`src/hw/rtl/rcd_pkg.sv`:
```
// Shared types and constants of the run-length channel decoder.
// Used by rcd_front, rcd_fifo, rcd_back and rle_channel_decoder_core.
package rcd_pkg;

    localparam int unsigned BYTE_W      = 8;
    localparam int unsigned WIDTH_W     = 16;
    localparam int unsigned POS_W       = 18;
    localparam int unsigned COUNT_W     = 2;
    localparam int unsigned CFG_IDX_W   = 1;
    localparam int unsigned QUEUE_DEPTH = 2;

    localparam logic [WIDTH_W-1:0] LINE_WIDTH_RST    = 16'd640;
    localparam logic [WIDTH_W-1:0] VISIBLE_WIDTH_RST = 16'd640;

    typedef enum logic [CFG_IDX_W-1:0] {
        CFG_LINE_WIDTH    = 1'b0,
        CFG_VISIBLE_WIDTH = 1'b1
    } t_cfg_reg;

    typedef enum logic [1:0] {
        MODE_HEADER  = 2'd0,
        MODE_RUN     = 2'd1,
        MODE_LITERAL = 2'd2
    } t_mode;

    // One expansion job: a pixel value repeated npix times from start_pos.
    typedef struct packed {
        logic [BYTE_W-1:0] value;
        logic [BYTE_W-1:0] npix;
        logic [POS_W-1:0]  start_pos;
        logic              eol;
    } t_job;

endpackage

```
`src/hw/rtl/rle_channel_decoder_core.sv`:
```
// Top level of the run-length channel decoder: front end, job queue, back end.
// Depends on rcd_pkg, rcd_front, rcd_fifo and rcd_back.
//
//  port group    direction  beat
//  i_code_*      in         one compressed byte (header, run value or literal)
//  o_res_*/pix   out        up to two decoded pixels with count, byte and line flags
//  i_cfg_*       in         register write (0: line width, 1: visible width)
//
// A header byte yields no beat. A run value byte of n pixels becomes one job that
// the back end loads and expands in pairs; a literal byte becomes a one-pixel job.
// The back end's pair-per-cycle expansion, while o_res is not stalled, sets the rate;
// the queue lets the front take bytes while a run drains. Reset is synchronous, active
// low, restoring both widths to 640. Data bytes stall when the job queue is full.
module rle_channel_decoder_core #(
    parameter int unsigned QueueDepth = rcd_pkg::QUEUE_DEPTH
) (
    input  logic                          i_clk,
    input  logic                          i_rst_n,
    input  logic [rcd_pkg::BYTE_W-1:0]    i_code_byte,
    input  logic                          i_code_valid,
    output logic                          o_code_stall,
    input  logic                          i_cfg_wr_en,
    input  logic [rcd_pkg::CFG_IDX_W-1:0] i_cfg_index,
    input  logic [rcd_pkg::WIDTH_W-1:0]   i_cfg_data,
    output logic [rcd_pkg::BYTE_W-1:0]    o_pixel_first,
    output logic [rcd_pkg::BYTE_W-1:0]    o_pixel_second,
    output logic [rcd_pkg::COUNT_W-1:0]   o_pixel_count,
    output logic                          o_last_of_byte,
    output logic                          o_end_of_line,
    output logic                          o_res_valid,
    input  logic                          i_res_stall
);
    import rcd_pkg::*;

    logic q_push, q_pop, q_full, q_empty;
    t_job push_job, head_job;

    rcd_front u_front (
        .i_clk        (i_clk),
        .i_rst_n      (i_rst_n),
        .i_code_byte  (i_code_byte),
        .i_code_valid (i_code_valid),
        .o_code_stall (o_code_stall),
        .i_cfg_wr_en  (i_cfg_wr_en),
        .i_cfg_index  (i_cfg_index),
        .i_cfg_data   (i_cfg_data),
        .i_q_full     (q_full),
        .o_q_push     (q_push),
        .o_q_job      (push_job)
    );

    rcd_fifo #(
        .Depth (QueueDepth)
    ) u_fifo (
        .i_clk   (i_clk),
        .i_rst_n (i_rst_n),
        .i_push  (q_push),
        .i_job   (push_job),
        .o_full  (q_full),
        .i_pop   (q_pop),
        .o_empty (q_empty),
        .o_job   (head_job)
    );

    rcd_back u_back (
        .i_clk          (i_clk),
        .i_rst_n        (i_rst_n),
        .i_cfg_wr_en    (i_cfg_wr_en),
        .i_cfg_index    (i_cfg_index),
        .i_cfg_data     (i_cfg_data),
        .i_q_empty      (q_empty),
        .i_q_job        (head_job),
        .o_q_pop        (q_pop),
        .o_pixel_first  (o_pixel_first),
        .o_pixel_second (o_pixel_second),
        .o_pixel_count  (o_pixel_count),
        .o_last_of_byte (o_last_of_byte),
        .o_end_of_line  (o_end_of_line),
        .o_res_valid    (o_res_valid),
        .i_res_stall    (i_res_stall)
    );

endmodule

```
`src/hw/rtl/rcd_front.sv`:
```
// Front end: accepts code bytes, parses packet headers, tracks line state
// and pushes expansion jobs. Depends on rcd_pkg.
module rcd_front (
    input  logic                          i_clk,
    input  logic                          i_rst_n,
    input  logic [rcd_pkg::BYTE_W-1:0]    i_code_byte,
    input  logic                          i_code_valid,
    output logic                          o_code_stall,
    input  logic                          i_cfg_wr_en,
    input  logic [rcd_pkg::CFG_IDX_W-1:0] i_cfg_index,
    input  logic [rcd_pkg::WIDTH_W-1:0]   i_cfg_data,
    input  logic                          i_q_full,
    output logic                          o_q_push,
    output rcd_pkg::t_job                 o_q_job
);
    import rcd_pkg::*;

    t_mode                     r_mode, n_mode;
    logic [BYTE_W-1:0]         r_pending, n_pending;
    logic signed [POS_W-1:0]   r_pixels_left, n_pixels_left;
    logic [POS_W-1:0]          r_pos, n_pos;
    logic [WIDTH_W-1:0]        r_line_width;

    logic                      is_data;
    logic                      accept;
    logic                      pkt_end;
    logic                      line_end;
    logic [BYTE_W-1:0]         job_n;
    logic signed [POS_W-1:0]   left_diff;

    assign is_data      = (r_mode == MODE_RUN) || (r_mode == MODE_LITERAL);
    assign o_code_stall = is_data && i_q_full;
    assign accept       = i_code_valid && !o_code_stall;

    assign job_n     = (r_mode == MODE_RUN) ? r_pending : BYTE_W'(1);
    assign left_diff = r_pixels_left - $signed({{(POS_W-BYTE_W){1'b0}}, job_n});
    assign pkt_end   = (r_mode == MODE_RUN) || (r_pending == BYTE_W'(1));
    assign line_end  = pkt_end && (left_diff[POS_W-1] || (left_diff == '0));

    always_comb begin
        n_mode = r_mode;
        unique case (r_mode)
            MODE_HEADER: begin
                if (accept) n_mode = i_code_byte[BYTE_W-1] ? MODE_LITERAL : MODE_RUN;
            end
            MODE_RUN: begin
                if (accept) n_mode = MODE_HEADER;
            end
            MODE_LITERAL: begin
                if (accept && pkt_end) n_mode = MODE_HEADER;
            end
            default: n_mode = MODE_HEADER;
        endcase
    end

    always_comb begin
        n_pending     = r_pending;
        n_pixels_left = r_pixels_left;
        n_pos         = r_pos;
        o_q_push      = accept && is_data;
        o_q_job.value     = i_code_byte;
        o_q_job.npix      = job_n;
        o_q_job.start_pos = r_pos;
        o_q_job.eol       = line_end;
        if (accept) begin
            if (!is_data) begin
                n_pending = i_code_byte[BYTE_W-1] ? BYTE_W'(~i_code_byte + BYTE_W'(1))
                                                  : BYTE_W'(i_code_byte + BYTE_W'(1));
            end else begin
                n_pending = pkt_end ? '0 : BYTE_W'(r_pending - BYTE_W'(1));
                if (line_end) begin
                    n_pixels_left = $signed({{(POS_W-WIDTH_W){1'b0}}, r_line_width});
                    n_pos         = '0;
                end else begin
                    n_pixels_left = left_diff;
                    n_pos         = POS_W'(r_pos + {{(POS_W-BYTE_W){1'b0}}, job_n});
                end
            end
        end
        if (i_cfg_wr_en && (i_cfg_index == CFG_LINE_WIDTH) && (r_pos == '0)) begin
            n_pixels_left = $signed({{(POS_W-WIDTH_W){1'b0}}, i_cfg_data});
        end
    end

    always_ff @(posedge i_clk) begin
        if (!i_rst_n) begin
            r_mode        <= MODE_HEADER;
            r_pending     <= '0;
            r_pixels_left <= $signed({{(POS_W-WIDTH_W){1'b0}}, LINE_WIDTH_RST});
            r_pos         <= '0;
            r_line_width  <= LINE_WIDTH_RST;
        end else begin
            r_mode        <= n_mode;
            r_pending     <= n_pending;
            r_pixels_left <= n_pixels_left;
            r_pos         <= n_pos;
            if (i_cfg_wr_en && (i_cfg_index == CFG_LINE_WIDTH)) begin
                r_line_width <= i_cfg_data;
            end
        end
    end

    a_pending_nonzero: assert property (@(posedge i_clk) disable iff (!i_rst_n)
        (r_mode != MODE_HEADER) |-> (r_pending != '0))
        else $error("packet in progress with no pixels owed");

    a_line_start: assert property (@(posedge i_clk) disable iff (!i_rst_n)
        (r_pos == '0) |-> (r_pixels_left == $signed({{(POS_W-WIDTH_W){1'b0}}, r_line_width})))
        else $error("line start without full pixel budget");

endmodule

```
`src/hw/rtl/rcd_fifo.sv`:
```
// Short job queue between front end and back end.
// Depends on rcd_pkg for the job type.
module rcd_fifo #(
    parameter int unsigned Depth = rcd_pkg::QUEUE_DEPTH
) (
    input  logic          i_clk,
    input  logic          i_rst_n,
    input  logic          i_push,
    input  rcd_pkg::t_job i_job,
    output logic          o_full,
    input  logic          i_pop,
    output logic          o_empty,
    output rcd_pkg::t_job o_job
);
    import rcd_pkg::*;

    localparam int unsigned PtrW = (Depth > 1) ? $clog2(Depth) : 1;
    localparam int unsigned CntW = $clog2(Depth + 1);

    t_job              r_mem [Depth];
    logic [PtrW-1:0]   r_wr_ptr, r_rd_ptr;
    logic [CntW-1:0]   r_count, n_count;

    assign o_full  = (r_count == CntW'(Depth));
    assign o_empty = (r_count == '0);
    assign o_job   = r_mem[r_rd_ptr];

    always_comb begin
        n_count = r_count;
        if (i_push && !i_pop) n_count = CntW'(r_count + CntW'(1));
        else if (!i_push && i_pop) n_count = CntW'(r_count - CntW'(1));
    end

    always_ff @(posedge i_clk) begin
        if (!i_rst_n) begin
            r_wr_ptr <= '0;
            r_rd_ptr <= '0;
            r_count  <= '0;
        end else begin
            r_count <= n_count;
            if (i_push) begin
                r_wr_ptr <= (r_wr_ptr == PtrW'(Depth - 1)) ? '0 : PtrW'(r_wr_ptr + PtrW'(1));
            end
            if (i_pop) begin
                r_rd_ptr <= (r_rd_ptr == PtrW'(Depth - 1)) ? '0 : PtrW'(r_rd_ptr + PtrW'(1));
            end
        end
    end

    always_ff @(posedge i_clk) begin
        if (i_push) r_mem[r_wr_ptr] <= i_job;
    end

    a_no_overflow: assert property (@(posedge i_clk) disable iff (!i_rst_n)
        i_push |-> !o_full)
        else $error("job pushed into full queue");

    a_no_underflow: assert property (@(posedge i_clk) disable iff (!i_rst_n)
        i_pop |-> !o_empty)
        else $error("job popped from empty queue");

endmodule

```
`src/hw/rtl/rcd_back.sv`:
```
// Back end: expands queued jobs into pixel pairs, clips against the visible
// width and holds each result in an output register. Depends on rcd_pkg.
module rcd_back (
    input  logic                          i_clk,
    input  logic                          i_rst_n,
    input  logic                          i_cfg_wr_en,
    input  logic [rcd_pkg::CFG_IDX_W-1:0] i_cfg_index,
    input  logic [rcd_pkg::WIDTH_W-1:0]   i_cfg_data,
    input  logic                          i_q_empty,
    input  rcd_pkg::t_job                 i_q_job,
    output logic                          o_q_pop,
    output logic [rcd_pkg::BYTE_W-1:0]    o_pixel_first,
    output logic [rcd_pkg::BYTE_W-1:0]    o_pixel_second,
    output logic [rcd_pkg::COUNT_W-1:0]   o_pixel_count,
    output logic                          o_last_of_byte,
    output logic                          o_end_of_line,
    output logic                          o_res_valid,
    input  logic                          i_res_stall
);
    import rcd_pkg::*;

    logic [WIDTH_W-1:0] r_visible_width;
    logic               r_busy;
    logic [BYTE_W-1:0]  r_value;
    logic [BYTE_W-1:0]  r_left;
    logic [POS_W-1:0]   r_pos;
    logic               r_eol;

    logic [BYTE_W-1:0]  r_o_first, r_o_second;
    logic [COUNT_W-1:0] r_o_count;
    logic               r_o_last, r_o_eol, r_o_valid;

    logic               out_free;
    logic               emit;
    logic               two;
    logic               last;
    logic               kept0, kept1;
    logic [POS_W-1:0]   pos_next;
    logic [POS_W-1:0]   vis_ext;
    logic [COUNT_W-1:0] cnt;

    assign out_free = !r_o_valid || !i_res_stall;
    assign emit     = r_busy && out_free;
    assign o_q_pop  = !r_busy && !i_q_empty;

    assign vis_ext  = {{(POS_W-WIDTH_W){1'b0}}, r_visible_width};
    assign pos_next = POS_W'(r_pos + POS_W'(1));
    assign two      = (r_left >= BYTE_W'(2));
    assign last     = !two || (r_left == BYTE_W'(2));
    assign kept0    = (r_pos < vis_ext);
    assign kept1    = two && (pos_next < vis_ext);
    assign cnt      = COUNT_W'({1'b0, kept0}) + COUNT_W'({1'b0, kept1});

    always_ff @(posedge i_clk) begin
        if (!i_rst_n) begin
            r_visible_width <= VISIBLE_WIDTH_RST;
            r_busy          <= 1'b0;
            r_o_valid       <= 1'b0;
        end else begin
            if (i_cfg_wr_en && (i_cfg_index == CFG_VISIBLE_WIDTH)) begin
                r_visible_width <= i_cfg_data;
            end
            if (o_q_pop) begin
                r_busy <= 1'b1;
            end else if (emit && last) begin
                r_busy <= 1'b0;
            end
            if (emit) begin
                r_o_valid <= 1'b1;
            end else if (!i_res_stall) begin
                r_o_valid <= 1'b0;
            end
        end
    end

    always_ff @(posedge i_clk) begin
        if (o_q_pop) begin
            r_value <= i_q_job.value;
            r_left  <= i_q_job.npix;
            r_pos   <= i_q_job.start_pos;
            r_eol   <= i_q_job.eol;
        end else if (emit) begin
            r_left <= two ? BYTE_W'(r_left - BYTE_W'(2)) : '0;
            r_pos  <= POS_W'(r_pos + POS_W'(2));
        end
        if (emit) begin
            r_o_first  <= (cnt != '0) ? r_value : '0;
            r_o_second <= (cnt == COUNT_W'(2)) ? r_value : '0;
            r_o_count  <= cnt;
            r_o_last   <= last;
            r_o_eol    <= r_eol;
        end
    end

    assign o_pixel_first  = r_o_first;
    assign o_pixel_second = r_o_second;
    assign o_pixel_count  = r_o_count;
    assign o_last_of_byte = r_o_last;
    assign o_end_of_line  = r_o_eol;
    assign o_res_valid    = r_o_valid;

    a_busy_owes: assert property (@(posedge i_clk) disable iff (!i_rst_n)
        r_busy |-> (r_left != '0))
        else $error("expansion active with nothing left");

    a_clip_zero: assert property (@(posedge i_clk) disable iff (!i_rst_n)
        (r_o_valid && (r_o_count != COUNT_W'(2))) |-> (r_o_second == '0))
        else $error("second pixel not cleared");

endmodule
```
`config.mk`:
```
export PLATFORM = sky130hd
export DESIGN_NAME = rle_channel_decoder_core
export DESIGN_NICKNAME = d
export VERILOG_FILES = /design/src/hw/rtl/rcd_pkg.sv /design/src/hw/rtl/rle_channel_decoder_core.sv /design/src/hw/rtl/rcd_front.sv /design/src/hw/rtl/rcd_fifo.sv /design/src/hw/rtl/rcd_back.sv
export SDC_FILE = /design/constraint.sdc
export NUM_CORES = 1
export LEC_CHECK = 0
export BUFFER_PORTS_ARGS = -buffer_cell sky130_fd_sc_hd__buf_4
export CAP_MARGIN = 30
export CORE_UTILIZATION = 43
export DETAILED_ROUTE_END_ITERATION = 16
export GPL_TIMING_DRIVEN = 0
export MAX_ROUTING_LAYER = met4
export PLACE_DENSITY = 0.59
export SYNTH_ARGS = -nofsm -noshare
export SYNTH_HDL_FRONTEND = slang
export SYNTH_SLANG_ARGS = --single-unit
```
`constraint.sdc`:
```
create_clock -name i_clk -period 4 [get_ports i_clk]
set_clock_uncertainty 0.1 [all_clocks]
set_input_delay 0.2 -clock i_clk [delete_from_list [all_inputs] [get_ports i_clk]]
set_output_delay 0.2 -clock i_clk [all_outputs]
set_load 0.01 [all_outputs]
```
==> key figures <==
Final layout
  • Share of cells above drive strength 1: 0.123
  • Final cell utilization of the core: 0.517
  • Ant diodes: 0
  • Net count, final: between 1,000 and 1,500
  • Most common cell after layout, fill and taps aside: nand2_1
  • Top library cells by usage in the layout, fill and taps aside: nand2_1 (138), edfxtp_1 (125), dfxtp_1 (85)
  • Post-synthesis to final-layout area growth: 18.4%
  • Finished Layout Cells: approximately 1,500
  • Total of fill cells in the finished design: 2,390

Critical path
  • Worst setup SP type: flip-flop
  • Element type at the critical path end: flip-flop
  • Gate family responsible for the most delay along the worst path: simple AND/OR/NAND/NOR gates
  • Worst-path maximum fanout: 11
  • Worst EP arrival: 4.10 ns
  • Slowest Stage Delay on Critical Path: roughly 0.40 ns
  • Library cell contributing the largest single delay on the critical path: fa_1
  • Data required time of the worst path: about 4.3 ns
  • Class of the most critical setup path: reg -> reg
  • Critical path, cell by cell: inv_1, ha_4, nand2_2, ha_1, fa_1, xnor2_1, nor3_1, nand4_1, or3_1, nor4_4, a41oi_4, inv_4, buf_4, o21ai_1, and2_1
  • Critical path buffer and inverter count: 3

Run status
  • Result of the run: completed

STA
  • Post-layout min period: around 3.8 ns
  • Final total negative setup slack: 0 ns
  • Share of the clock period used by the worst path after layout: 0.948
  • Final setup fails: 0
  • Pins over their slew limit: 0
  • Number of endpoints with negative hold slack in the final report: 0
  • Unrepaired setup endpoints after global routing: false
  • Worst-Margin Slew: 0.813 ns
  • Highest attainable clock frequency: ~260 MHz
  • Max transition margin: 0.458
  • PnR worst setup slack: roughly 0.21 ns

GRT
  • Largest net degree at the start of global routing: 23
  • Global Route met1 Usage: 0.300
  • Aggregate global-route resource usage: 0.223
  • GR Layer Usage met2: 0.360
  • Global route total overflow: 0
  • Global-route wire length before repair: ~44 mm
  • Global-route track usage on met3: 0.0254
  • Global route hottest layer: met2
  • Vias in the first global route: 7,995
  • Antenna violations before repair: 0

Synthesis
  • Number of synthesized flops with an enable pin: between 100 and 150
  • Synthesized area per cell: around 10 sq um
  • Sequential cell area fraction in the yosys report: 0.498
  • Post-synthesis cell area: between 10,000 and 15,000 sq um
  • Gate Count Post-Synth: roughly 1,100
  • Leading register cell type out of synthesis: edfxtp_1
  • Total number of yosys warnings: 0
  • Proportion of synthesized flip-flops having asynchronous set or reset: 0
  • Number of nets in the synthesized netlist: 1,159
  • Total of flip-flops plus latches after synthesis: between 200 and 250
  • Count of unique library cells instantiated by Yosys: between 70 and 80

Clocking
  • Bufs on Longest Clock Path: 3
  • Clk pin slew, worst setup/hold paths: around 0.060 ns
  • TritonCTS clock tree: yes
  • Number of clock sinks: 210
  • Total CTS buffers: 24
  • Count of H-tree levels built during CTS: 1
  • Clk Tree Root Cell: clkbuf_16
  • Worst skew pair latency: roughly 0.52 ns

Detailed routing
  • Number of design rule violations left after detail routing: 0
  • Detail-routed via count per cell: around 5.4
  • Number of optimization iterations in the first detailed-route pass: 5
  • Average detailed-routed wire length per instance: 18.0 um
  • First DRT Iteration DRCs: 509
  • Total number of vias: about 8,300
  • Sum of routed wire length over all layers: 27.6 mm
  • Count of antenna-violating nets left after detailed routing: 0

Floorplan
  • Die Outline Area: between 20,000 and 30,000 sq um
  • Ports: 52
  • Die width: about 160 um
  • Vertical extent of the die: ~160 um
  • Row count: 58
  • Initial core utilization: 0.436
  • Std-Cell Core Area: roughly 25,000 sq um

Pwr
  • Leakage: around 5 nW
  • Maximum vdd drop: between 0.0003 and 0.0004 V
  • PD cells: approximately 620 nW/um^2
  • Total design power: slightly above 8 mW

Place
  • DP Worst Slack: -0.474 ns
  • Routability-driven placement congestion ratio: 0.889
  • Cell count after placement: about 1,400
  • Detail Placement HPWL: 19.8 mm
  • Count of port buffers added during placement: 51

Flow run
  • Maximum Capacitance Violations: 0

Min path
  • Path type of the worst min-delay path: in -> reg
## worst reg2reg max path: stages (launching register included)
cell and delay, ns:
dfxtp_1 0.33, inv_1 0.11, ha_4 0.21, nand2_2 0.14, ha_1 0.24, fa_1 0.41
xnor2_1 0.19, nor3_1 0.26, nand4_1 0.12, or3_1 0.36, nor4_4 0.31, a41oi_4 0.25
inv_4 0.18, buf_4 0.23, o21ai_1 0.09, and2_1 0.15
## final cells by class
type,instances,area [sq um],share of cell area
clock buffer,32,671,0.0517
inverter,44,171,0.0132
buffer,47,195,0.0150
sequential,210,5460,0.420
tap,330,413,0.0318
multi-input combinational,763,5180,0.399
clock inverter,12,104,0.00800
timing repair buffer,91,786,0.0606
## cell families after synthesis
group | synth area share
buffers and inverters | 0.0338
DFF | 0.498
AOI/OAI and AO/OA | 0.146
adders and majority gates | 0.0733
xor gates and xnor gates | 0.0559
and+or+nand+nor | 0.164
muxes | 0.0295
## cell usage after synthesis, drive strengths merged (5+ instances only)
cell / number / area share
a221oi: 12 / 0.0096
xnor2: 41 / 0.033
buf: 8 / 0.0041
nor2: 53 / 0.018
mux2i: 21 / 0.019
and2: 19 / 0.011
xor2: 29 / 0.023
dfxtp: 85 / 0.16
and4: 5 / 0.0040
o211ai: 13 / 0.0094
or4: 5 / 0.0038
a21oi: 42 / 0.019
o21a: 7 / 0.0048
and3: 7 / 0.0040
nand3: 33 / 0.016
nor2b: 26 / 0.015
a21boi: 38 / 0.026
inv: 44 / 0.015
mux2: 10 / 0.010
nor4: 10 / 0.0084
a211oi: 12 / 0.0082
o21ai: 57 / 0.026
nand2: 141 / 0.049
edfxtp: 125 / 0.34
ha: 61 / 0.070
nand4: 9 / 0.0051
or2: 5 / 0.0029
or3: 11 / 0.0063
a21o: 15 / 0.010
nand2b: 7 / 0.0040
clkbuf: 42 / 0.014
nor3: 18 / 0.0087
a31oi: 8 / 0.0046
## metal layers
layer	up-vias	part of all wire
li1	4090	-
met1	3980	0.47
met2	200	0.47
met3	41	0.041
met4	0	0.019
met5	-	0
## where the power goes
part	internal (mW)	switching, mW	total (mW)
clock network	1.25	0.870	2.12
registers	2.87	0.333	3.20
logic	1.15	1.61	2.75
total	5.27	2.81	8.07
## final timing paths
kind	from	endpoint	slack [ns]	depth (start not counted)
max	u_front.r_mode[1]$_SDFFE_PN0P_	u_front.r_pos[0]$_SDFFE_PN0P_	0.21	15
min	i_code_valid	u_front.r_pending[7]$_SDFFE_PN0P_	0.07	4
max reg2reg	u_front.r_mode[1]$_SDFFE_PN0P_	u_front.r_pos[0]$_SDFFE_PN0P_	0.21	15
min reg2reg	u_back.r_eol$_DFFE_PP_	u_back.o_end_of_line$_DFFE_PP_	0.33	0
## flip-flops by register name, summed over array words and instances (netlist names), 2 cells and up, named ones only
signal / cells
u_back.o_pixel_count: 2
u_back.o_pixel_first: 8
u_back.o_pixel_second: 8
u_back.r_left: 8
u_back.r_pos: 18
u_back.r_value: 8
u_back.r_visible_width: 16
u_fifo.r_count: 2
u_fifo.r_mem: 70
u_front.r_line_width: 16
u_front.r_mode: 2
u_front.r_pending: 8
u_front.r_pixels_left: 18
u_front.r_pos: 18
## through the flow
stage / hold slack, ns / instance area (sq um)
floorplan: 0.199 / 11000
global placement: 0.301 / 11800
detailed placement: 0.305 / 11800
finish: 0.0671 / 13000
CTS: 0.0450 / 12900
global route: 0.119 / 13000
## timing repair
action	4_1_cts	5_1_grt
hold endpoints to repair	69	0
setup endpoints to repair	85	44
cloned	1	0
hold buffers	28	0
gates resized for setup	4	8
pin swaps	2	1
setup buffers	4	6
Note: power is estimated with default switching activity, not from simulation.
